`config.mk`:
```
export PLATFORM = sky130hd
export DESIGN_NAME = keyed_accumulator_table
export DESIGN_NICKNAME = d
export VERILOG_FILES = /design/src/sv/kat_pkg.sv /design/src/sv/kat_mem.sv /design/src/sv/kat_div.sv /design/src/sv/keyed_accumulator_table.sv
export SDC_FILE = /design/constraint.sdc
export NUM_CORES = 2
export LEC_CHECK = 0
export BUFFER_PORTS_ARGS = -buffer_cell sky130_fd_sc_hd__buf_4
export CORE_ASPECT_RATIO = 0.6
export CORE_MARGIN = 2
export CORE_UTILIZATION = 55
export CTS_CLUSTER_SIZE = 25
export DETAILED_ROUTE_END_ITERATION = 8
export PLACE_DENSITY = 0.74
export SYNTH_ARGS = -nofsm -noshare
export SYNTH_HDL_FRONTEND = slang
export SYNTH_SLANG_ARGS = --single-unit
```
`constraint.sdc`:
```
create_clock -name clk -period 4.9 [get_ports clk]
set_input_delay 0.98 -clock clk [delete_from_list [all_inputs] [get_ports clk]]
set_output_delay 0.98 -clock clk [all_outputs]
set_load 0.005 [all_outputs]
```
`src/sv/kat_pkg.sv`:
```
`timescale 1ns / 1ps
// ----------------------------------------------------------------------------
// kat_pkg
// Shared types and constants for the keyed accumulator table.
// ----------------------------------------------------------------------------
package kat_pkg;

  localparam int CAPACITY  = 32;
  localparam int IDX_W     = $clog2(CAPACITY);
  localparam int CNT_W     = $clog2(CAPACITY + 1);
  localparam int KEY_W     = 31;
  localparam int AMT_W     = 31;
  localparam int DIV_W     = 31;
  localparam int SUM_W     = 32;
  localparam int SHARE_W   = 32;
  localparam int FRAC_W    = 16;
  localparam int ENTRIES_W = 6;
  localparam int NUM_W     = SUM_W + FRAC_W;
  localparam int DIV_STEPS = NUM_W;
  localparam int STEP_W    = $clog2(DIV_STEPS + 1);

  typedef enum logic [1:0] {
    REQ_ACC  = 2'd0,
    REQ_REM  = 2'd1,
    REQ_QRY  = 2'd2,
    REQ_NONE = 2'd3
  } req_t;

  typedef enum logic [2:0] {
    ST_IDLE,
    ST_SCAN,
    ST_ACT,
    ST_MOVE,
    ST_DIV,
    ST_DONE
  } state_t;

  typedef struct packed {
    logic [KEY_W-1:0] key;
    logic [SUM_W-1:0] sum;
  } slot_t;

  typedef struct packed {
    logic             rd_en;
    logic [IDX_W-1:0] rd_addr;
    logic             wr_en;
    logic [IDX_W-1:0] wr_addr;
    slot_t            wr_data;
  } mem_req_t;

endpackage

```
`src/sv/kat_mem.sv`:
```
`timescale 1ns / 1ps
// ----------------------------------------------------------------------------
// kat_mem
// Slot memory: one write port, one read port with registered read data.
// ----------------------------------------------------------------------------
module kat_mem (
  input  logic             clk,
  input  kat_pkg::mem_req_t mem_req,
  output kat_pkg::slot_t   rd_data
);
  import kat_pkg::*;

  slot_t mem [CAPACITY];

  always_ff @(posedge clk) begin
    if (mem_req.wr_en) begin
      mem[mem_req.wr_addr] <= mem_req.wr_data;
    end
  end

  always_ff @(posedge clk) begin
    if (mem_req.rd_en) begin
      rd_data <= mem[mem_req.rd_addr];
    end
  end

endmodule

```
`src/sv/kat_div.sv`:
```
`timescale 1ns / 1ps
// ----------------------------------------------------------------------------
// kat_div
// Restoring divider for (sum << 16) / divisor, one quotient bit per cycle,
// saturating to all ones when the quotient does not fit in 32 bits.
// ----------------------------------------------------------------------------
module kat_div (
  input  logic                         clk,
  input  logic                         rst_n,
  input  logic                         start,
  input  logic [kat_pkg::SUM_W-1:0]    sum,
  input  logic [kat_pkg::DIV_W-1:0]    divisor,
  output logic                         done,
  output logic [kat_pkg::SHARE_W-1:0]  quotient
);
  import kat_pkg::*;

  logic [NUM_W-1:0]   num_r, num_nxt;
  logic [DIV_W-1:0]   rem_r, rem_nxt;
  logic [DIV_W-1:0]   dvs_r;
  logic [SHARE_W-1:0] quo_r, quo_nxt;
  logic [STEP_W-1:0]  cnt_r, cnt_nxt;
  logic               busy_r, busy_nxt;
  logic               done_r, done_nxt;
  logic               sat_r;
  logic [DIV_W:0]     trial;
  logic               fits;

  assign trial = {rem_r, num_r[NUM_W-1]};
  assign fits  = (trial >= {1'b0, dvs_r});

  always_comb begin
    num_nxt  = num_r;
    rem_nxt  = rem_r;
    quo_nxt  = quo_r;
    cnt_nxt  = cnt_r;
    busy_nxt = busy_r;
    done_nxt = 1'b0;
    if (busy_r) begin
      num_nxt = {num_r[NUM_W-2:0], 1'b0};
      rem_nxt = fits ? DIV_W'(trial - {1'b0, dvs_r}) : DIV_W'(trial);
      quo_nxt = {quo_r[SHARE_W-2:0], fits};
      cnt_nxt = cnt_r - STEP_W'(1);
      if (cnt_r == STEP_W'(1)) begin
        busy_nxt = 1'b0;
        done_nxt = 1'b1;
      end
    end
  end

  always_ff @(posedge clk) begin
    if (!rst_n) begin
      busy_r <= 1'b0;
      done_r <= 1'b0;
    end else begin
      busy_r <= start ? 1'b1 : busy_nxt;
      done_r <= done_nxt;
    end
  end

  always_ff @(posedge clk) begin
    if (start) begin
      // The quotient reaches 2^32 exactly when sum / 2^16 >= divisor.
      sat_r <= ({{(DIV_W - (SUM_W - FRAC_W)){1'b0}}, sum[SUM_W-1:FRAC_W]} >= divisor);
      num_r <= {sum, {FRAC_W{1'b0}}};
      rem_r <= '0;
      quo_r <= '0;
      dvs_r <= divisor;
      cnt_r <= STEP_W'(DIV_STEPS);
    end else begin
      num_r <= num_nxt;
      rem_r <= rem_nxt;
      quo_r <= quo_nxt;
      cnt_r <= cnt_nxt;
    end
  end

  assign done     = done_r;
  assign quotient = sat_r ? {SHARE_W{1'b1}} : quo_r;

endmodule

```
`src/sv/keyed_accumulator_table.sv`:
```
`timescale 1ns / 1ps
// ----------------------------------------------------------------------------
// keyed_accumulator_table
// Dense key/sum table with accumulate, swap-remove and share query.
// ----------------------------------------------------------------------------
// Usage: an item on the in_ channel carries a request type, a key, an amount
// and a divisor. Each accepted item gives exactly one item on the out_ channel
// with the share, found and rejected flags and the entry count after the item.
// Both channels move an item when valid is high and stall is low.
// The block handles one item at a time. in_stall is low only while idle.
// A rejected or unused request goes from idle straight to the done state.
// Otherwise the key search reads one slot per cycle from the slot memory,
// over the occupied entries only; accumulate then passes through the act
// state, a found remove through the act and move states, and a found query
// through the act state and then waits for the divider. The search and the
// divider set the rate.
// Reset clears the entry count at once; slots past the count are never read,
// so the memory needs no clearing pass and an item is taken right after reset.
// When the receiver stalls, the finished item waits in the output register;
// the block still takes the next input item, and holds it before the output
// stage until the register is free.
// ----------------------------------------------------------------------------
module keyed_accumulator_table (
  input  logic                          clk,
  input  logic                          rst_n,
  input  logic                          in_valid,
  output logic                          in_stall,
  input  logic [1:0]                    in_req_type,
  input  logic [kat_pkg::KEY_W-1:0]     in_entry_key,
  input  logic [kat_pkg::AMT_W-1:0]     in_add_amount,
  input  logic [kat_pkg::DIV_W-1:0]     in_divisor,
  output logic                          out_valid,
  input  logic                          out_stall,
  output logic [kat_pkg::SHARE_W-1:0]   out_share_q16,
  output logic                          out_key_found,
  output logic                          out_rejected,
  output logic [kat_pkg::ENTRIES_W-1:0] out_entries_used
);
  import kat_pkg::*;

  state_t state_r, state_nxt;

  // Latched request.
  req_t             req_r;
  logic [KEY_W-1:0] key_r;
  logic [AMT_W-1:0] amt_r;
  logic [DIV_W-1:0] div_r;

  // Search bookkeeping.
  logic [CNT_W-1:0] scan_r;
  logic             pend_v_r;
  logic [IDX_W-1:0] pend_idx_r;
  logic [IDX_W-1:0] hit_idx_r;
  logic [SUM_W-1:0] hit_sum_r;

  // Result under construction and the table count.
  logic               found_r;
  logic               rej_r;
  logic [SHARE_W-1:0] share_r;
  logic [CNT_W-1:0]   used_r;

  // Output stage.
  logic                 out_valid_r;
  logic [SHARE_W-1:0]   out_share_r;
  logic                 out_found_r;
  logic                 out_rej_r;
  logic [ENTRIES_W-1:0] out_used_r;

  mem_req_t           mem_req;
  slot_t              rd_data;
  logic               div_start;
  logic               div_done;
  logic [SHARE_W-1:0] div_quo;

  logic             accept;
  logic             early_rej;
  logic             early_done;
  req_t             in_req;
  logic             issue;
  logic             hit;
  logic             miss;
  logic             room;
  logic [CNT_W-1:0] last_cnt;
  logic [SUM_W:0]   acc_sum;
  logic [SUM_W-1:0] sat_sum;
  logic             out_load;

  assign in_req   = req_t'(in_req_type);
  assign accept   = in_valid && !in_stall;
  // Key zero on any real request, or a zero divisor on a query, is refused.
  assign early_rej = (in_req != REQ_NONE) &&
                     ((in_entry_key == '0) || ((in_req == REQ_QRY) && (in_divisor == '0)));
  assign early_done = early_rej || (in_req == REQ_NONE);

  // The search issues one read per cycle and compares the returned data in the following cycle.
  assign issue    = (scan_r < used_r);
  assign hit      = pend_v_r && (rd_data.key == key_r);
  assign miss     = !issue && !pend_v_r;
  assign room     = (used_r < CNT_W'(CAPACITY));
  assign last_cnt = used_r - CNT_W'(1);
  assign acc_sum  = {1'b0, hit_sum_r} + {{(SUM_W + 1 - AMT_W){1'b0}}, amt_r};
  assign sat_sum  = acc_sum[SUM_W] ? {SUM_W{1'b1}} : acc_sum[SUM_W-1:0];
  assign out_load = (state_r == ST_DONE) && (!out_valid_r || !out_stall);

  // Next state.
  always_comb begin
    state_nxt = state_r;
    case (state_r)
      ST_IDLE: begin
        if (accept) begin
          state_nxt = early_done ? ST_DONE : ST_SCAN;
        end
      end
      ST_SCAN: begin
        if (hit || miss) begin
          state_nxt = ST_ACT;
        end
      end
      ST_ACT: begin
        if (found_r && (req_r == REQ_REM)) begin
          state_nxt = ST_MOVE;
        end else if (found_r && (req_r == REQ_QRY)) begin
          state_nxt = ST_DIV;
        end else begin
          state_nxt = ST_DONE;
        end
      end
      ST_MOVE: begin
        state_nxt = ST_DONE;
      end
      ST_DIV: begin
        if (div_done) begin
          state_nxt = ST_DONE;
        end
      end
      ST_DONE: begin
        if (out_load) begin
          state_nxt = ST_IDLE;
        end
      end
      default: begin
        state_nxt = ST_IDLE;
      end
    endcase
  end

  // Memory accesses, divider start and input handshake.
  always_comb begin
    in_stall        = 1'b1;
    div_start       = 1'b0;
    mem_req.rd_en   = 1'b0;
    mem_req.rd_addr = scan_r[IDX_W-1:0];
    mem_req.wr_en   = 1'b0;
    mem_req.wr_addr = hit_idx_r;
    mem_req.wr_data = '{key: key_r, sum: sat_sum};
    case (state_r)
      ST_IDLE: begin
        in_stall = 1'b0;
      end
      ST_SCAN: begin
        mem_req.rd_en = issue;
      end
      ST_ACT: begin
        case (req_r)
          REQ_ACC: begin
            if (found_r) begin
              mem_req.wr_en = 1'b1;
            end else if (room) begin
              // Append the new key in the first free slot.
              mem_req.wr_en   = 1'b1;
              mem_req.wr_addr = used_r[IDX_W-1:0];
              mem_req.wr_data = '{key: key_r, sum: {{(SUM_W - AMT_W){1'b0}}, amt_r}};
            end
          end
          REQ_REM: begin
            // Fetch the last occupied slot to move it into the hole.
            mem_req.rd_en   = found_r;
            mem_req.rd_addr = last_cnt[IDX_W-1:0];
          end
          REQ_QRY: begin
            div_start = found_r;
          end
          default: begin
          end
        endcase
      end
      ST_MOVE: begin
        mem_req.wr_en   = 1'b1;
        mem_req.wr_data = rd_data;
      end
      default: begin
      end
    endcase
  end

  always_ff @(posedge clk) begin
    if (!rst_n) begin
      state_r     <= ST_IDLE;
      used_r      <= '0;
      out_valid_r <= 1'b0;
      pend_v_r    <= 1'b0;
    end else begin
      state_r <= state_nxt;
      if (state_r == ST_SCAN) begin
        pend_v_r <= issue;
      end else begin
        pend_v_r <= 1'b0;
      end
      if ((state_r == ST_ACT) && (req_r == REQ_ACC) && !found_r && room) begin
        used_r <= used_r + CNT_W'(1);
      end else if (state_r == ST_MOVE) begin
        used_r <= last_cnt;
      end
      if (out_load) begin
        out_valid_r <= 1'b1;
      end else if (!out_stall) begin
        out_valid_r <= 1'b0;
      end
    end
  end

  always_ff @(posedge clk) begin
    if (accept) begin
      req_r   <= in_req;
      key_r   <= in_entry_key;
      amt_r   <= in_add_amount;
      div_r   <= in_divisor;
      scan_r  <= '0;
      found_r <= 1'b0;
      share_r <= '0;
      rej_r   <= early_rej;
    end else begin
      if (state_r == ST_SCAN) begin
        scan_r     <= issue ? scan_r + CNT_W'(1) : scan_r;
        pend_idx_r <= scan_r[IDX_W-1:0];
        if (hit) begin
          found_r   <= 1'b1;
          hit_idx_r <= pend_idx_r;
          hit_sum_r <= rd_data.sum;
        end
      end
      if ((state_r == ST_ACT) && (req_r == REQ_ACC) && !found_r && !room) begin
        rej_r <= 1'b1;
      end
      if ((state_r == ST_DIV) && div_done) begin
        share_r <= div_quo;
      end
    end
    if (out_load) begin
      out_share_r <= share_r;
      out_found_r <= found_r;
      out_rej_r   <= rej_r;
      out_used_r  <= ENTRIES_W'(used_r);
    end
  end

  kat_mem u_mem (
    .clk     (clk),
    .mem_req (mem_req),
    .rd_data (rd_data)
  );

  kat_div u_div (
    .clk      (clk),
    .rst_n    (rst_n),
    .start    (div_start),
    .sum      (hit_sum_r),
    .divisor  (div_r),
    .done     (div_done),
    .quotient (div_quo)
  );

  assign out_valid        = out_valid_r;
  assign out_share_q16    = out_share_r;
  assign out_key_found    = out_found_r;
  assign out_rejected     = out_rej_r;
  assign out_entries_used = out_used_r;

`ifndef SYNTHESIS
  a_used_bound: assert property (@(posedge clk) disable iff (!rst_n)
    used_r <= CNT_W'(CAPACITY))
    else $error("entry count exceeds capacity");

  a_used_step: assert property (@(posedge clk) disable iff (!rst_n)
    (used_r != $past(used_r)) |->
      ((used_r == $past(used_r) + CNT_W'(1)) || (used_r == $past(used_r) - CNT_W'(1))))
    else $error("entry count moved by more than one");

  a_found_not_rej: assert property (@(posedge clk) disable iff (!rst_n)
    out_valid |-> !(out_key_found && out_rejected))
    else $error("result both found and rejected");

  a_share_needs_key: assert property (@(posedge clk) disable iff (!rst_n)
    (out_valid && (out_share_q16 != '0)) |-> out_key_found)
    else $error("nonzero share for an absent key");
`endif

endmodule

```
==> results.txt <==
* Outcome: complete, no violations
* Worst setup SP type: flip-flop
- For this design, the CTS-stage hold fixing added 0 buffers.
* Overall overflow remaining after global route: 0
* Max-slew violation count: 0
* Synth top area share: 71.1%
- Dividing total power by cell area gives a power density of between 400 and 500 mW/mm^2.
* Cell with the largest stage delay on the worst path: sky130_fd_sc_hd__o21ai_2
- Number of optimization iterations in the first detailed-route pass: 6
* Internal cell power: 37200 uW
* CTS Sinks: 2442
- Final total negative setup slack: 0 ps
- Number of buffers added by the clock tree synthesis step: between 200 and 250
* # H-tree levels: 4
- Commonest cells after routing, fill and taps aside: 2321 x sky130_fd_sc_hd__edfxtp_1, 677 x sky130_fd_sc_hd__nand2_1, 447 x sky130_fd_sc_hd__a21oi_1
- The min-delay analysis places its worst path in the category primary input to flip-flop.
- Mean instance size in the synthesized netlist: 16.3 sq um
- After the last flow step, the layout net total stands at 6465.
* Min Tclk post-route: between 4000 and 5000 ps
- Count of flip-flops with a built-in enable after synthesis: 2321
- Synth Instances: 6028
- Across the VDD grid, the largest voltage drop is 0.358 mV.
- Worst Path Max Fanout: 32
* Clock Root Buffer: sky130_fd_sc_hd__clkbuf_16
* Register-to-register setup slack: 70 ps
- STA classifies the critical path endpoint as a flip-flop.
- In this run the vertical extent of the chip is approximately 330 um.
- sky130_fd_sc_hd__edfxtp_1 takes more of the synthesized area than any other cell.
- Port bufs: 140
- In this run the power spent charging and discharging nets is 13800 uW.
- Clock group share of total power: between 30% and 40%
* Resized Gates After CTS: 0
- Max_slew headroom: 10.8%
* Post-placement setup slack: ~160 ps
- Entering global routing, the biggest net connects 80 pins.
* Comb pwr share: 17.2%
- Fraction of final layout cells sized beyond drive strength 1: 15.9%
- Worst path arrival time: between 5000 and 6000 ps
- Total via count after detailed routing: between 50000 and 60000
* Area of the mapped netlist: 0.0981 sq mm
- Setup Fix Bufs, Post-CTS: 0
* Drt drc: 0
* Top-level I/O count: 141
- WL/cell: 31.6 um
- The die is 549 um wide.
- Once the floorplan was initialized, standard cells occupied between 50% and 60% of the core.
* Portion of the clock cycle consumed by the worst path in the final layout: 98.6%
- Total global-route track usage: 30.3%
- Setup violations remaining at the end of the flow were counted as 0.
- Synth top area cells: sky130_fd_sc_hd__edfxtp_1 71%, sky130_fd_sc_hd__mux4_2 6.2%, sky130_fd_sc_hd__mux2i_1 3.3%
* Slew at the pin closest to its max-slew limit: 1340 ps
* Clock tree buffer depth: 4
- Worst skew pair latency: 880 ps
- Core area: 0.176 sq mm
* Number of global-route vias before repair: 55691
* Number of synthesized register bits: 2442
- Largest incremental delay on the critical path: between 900 and 1000 ps
- For this run, the leading register cell type out of synthesis is sky130_fd_sc_hd__edfxtp_1.
* Share of flip-flops with an asynchronous set or reset after synthesis: 0%
- Floorplan die area: 0.182 sq mm
* CTS clock-pin slew for the worst setup and hold paths: 70 ps
- CTS tree: built
- Total wire length after detailed routing: 278000 um
- The final hold violation count is 0.
- After the first detailed-routing iteration, the DRC count stood at 9852.
- Post-synth net total: between 6000 and 7000
- Summed over all cells, the static leakage comes to 0.0377 uW.
- The Yosys step of the flow raised 0 warnings.
* DR vias/cell: 6.72
* Post-synthesis cell type count: 73
* Remaining antenna violation count after routing: 0
* Switching part of the total power: between 20% and 30%
- Synth-to-layout area growth: 12.6%
- Max Clock Freq: 207 MHz
- Critical path cell sequence: ha_1, fa_1, a21o_1, a2111oi_0, buf_4, or3_1, o211ai_2, nand2_1, o31ai_2, a31oi_4, buf_12, o31a_1, o21ai_2
* Post-Route Skew: 47.0 ps
* Wire length of the first global-routing pass: 395000 um
* Finished Core Util: 62.6%
* Type of the setup path with the least slack: flip-flop to flip-flop
- Required time of the worst setup path: 5360 ps
- In this run, flip-flops and latches consume 51.1% of the power.
- Most common cell after layout, fill and taps aside: sky130_fd_sc_hd__edfxtp_1
- Final worst slack: roughly 68 ps
- Number of max-cap violations: 0
* Detailed placement HPWL: 152000 um
- The floorplan has 119 rows.
- Setup repair after global routing missed its margin: false
* Number of antenna violations at the first check in global routing: 4
- Sequential share of the synthesized area: about three quarters
- Final Wtd Congestion: 0.940
-- power groups by stage --
| stage | Sequential [uW] | Combinational, uW | Clock (uW) |
|---|---|---|---|
| finish | 26100 | 8780 | 16200 |
| floorplan | 26200 | 5830 | 0 |
| global route | 26100 | 9410 | 17100 |
| CTS | 26100 | 8620 | 16300 |
| global placement | 26500 | 8290 | 0 |
| detailed placement | 26500 | 8560 | 0 |
-- cell type report --
| cell class | instances | area, sq um |
|---|---|---|
| Sequential cell | 2442 | 72100 |
| Fill cell | 12150 | 65800 |
| Multi-Input combinational cell | 3163 | 24500 |
| Clock buffer | 261 | 5570 |
| Timing Repair Buffer | 375 | 4080 |
| Tap cell | 2359 | 2950 |
| Clock inverter | 120 | 938 |
| Inverter | 82 | 309 |
| Antenna cell | 1 | 2.50 |
-- path summary, 6_finish.rpt --
check | end | depth (start not counted) | start
worst max-delay path | u_mem.mem[29][29]$_DFFE_PP_ | 13 | amt_r[0]$_DFFE_PP_
worst min-delay path | div_r[8]$_DFFE_PP_ | 1 | in_divisor[8]
worst max register to register | u_mem.mem[29][29]$_DFFE_PP_ | 13 | amt_r[0]$_DFFE_PP_
worst min register to register | hit_idx_r[1]$_DFFE_PP_ | 0 | pend_idx_r[1]$_DFFE_PP_
-- per-layer routing --
| metal | global-route usage [%] | vias to the layer above | part of all wire (%) | wire (um) |
|---|---|---|---|---|
| li1 | - | 24251 | - | - |
| met4 | 8.60 | 2 | 3.0 | 8420 |
| met3 | 8.90 | 611 | 15 | 41000 |
| met5 | 0 | - | 0.0054 | 15 |
| met1 | 45.0 | 29817 | 39 | 109000 |
| met2 | 43.7 | 4432 | 43 | 120000 |
-- through the flow --
step	power [uW]	area [sq um]	std cells	hold WS, ps
floorplan	32100	98100	6028	400
global placement	34800	104000	8421	401
detailed placement	35100	104000	8421	408
CTS	51000	110000	8802	265
global route	52600	110000	8803	277
finish	51000	110000	8803	307
-- cells by family (layout without fill, tap and decap cells) --
| group | after synthesis | count (layout) | synth area share (%) |
|---|---|---|---|
| DFF | 2442 | 2442 | 73.5 |
| and+or+nand+nor | 1343 | 1343 | 6.01 |
| AOI/OAI and AO/OA | 1039 | 1039 | 6.91 |
| muxes | 597 | 597 | 9.52 |
| buffers and inverters | 423 | 838 | 2.01 |
| xor gates and xnor gates | 94 | 94 | 0.840 |
| adders and majority gates | 90 | 90 | 1.16 |
| other | 0 | 1 | 0 |
-- worst max-delay path: cells and delay by family (launching register included) --
| family | cells | cell delay [ps] |
|---|---|---|
| buf+inv | 2 | 380 |
| simple gates | 2 | 600 |
| fa+ha+maj | 2 | 520 |
| compound gates | 7 | 2540 |
| flops | 1 | 360 |
-- cell usage after synthesis (all sizes together), types with 7 or more instances --
| cell | instances |
|---|---|
| o41ai | 10 |
| a221o | 28 |
| o21bai | 7 |
| a211oi | 11 |
| nand2 | 679 |
| a21o | 84 |
| ha | 88 |
| nor3 | 175 |
| inv | 82 |
| o21ai | 132 |
| nand4 | 21 |
| buf | 136 |
| o31ai | 10 |
| a32oi | 50 |
| o221ai | 134 |
| or2 | 7 |
| a31oi | 20 |
| xnor2 | 66 |
| and3 | 22 |
| xor2 | 28 |
| and2 | 12 |
| a2111oi | 10 |
| a21oi | 450 |
| nand2b | 15 |
| o21a | 18 |
| nor4 | 101 |
| o22ai | 10 |
| nor2b | 13 |
| nand3 | 37 |
| a21boi | 8 |
| a41oi | 7 |
| nor2 | 236 |
| dfxtp | 121 |
| nor3b | 7 |
| edfxtp | 2321 |
| mux4 | 268 |
| mux2i | 324 |
| clkbuf | 205 |
| a311oi | 7 |
| o211ai | 10 |
-- sequential cells by signal, summed over array words and instances (netlist names), 2 cells and up --
name              flops
scan_r                6
hit_sum_r            32
u_div.dvs_r          31
u_div.rem_r          31
u_div.quo_r          32
hit_idx_r             5
out_share_q16        32
out_entries_used      6
u_div.num_r          32
u_div.cnt_r           6
u_mem.mem          2016
used_r                6
pend_idx_r            5
req_r                 2
u_mem.rd_data        63
amt_r                31
div_r                31
key_r                31
state_r               3
share_r              32
No activity file was read; power rests on OpenSTA's default activity.
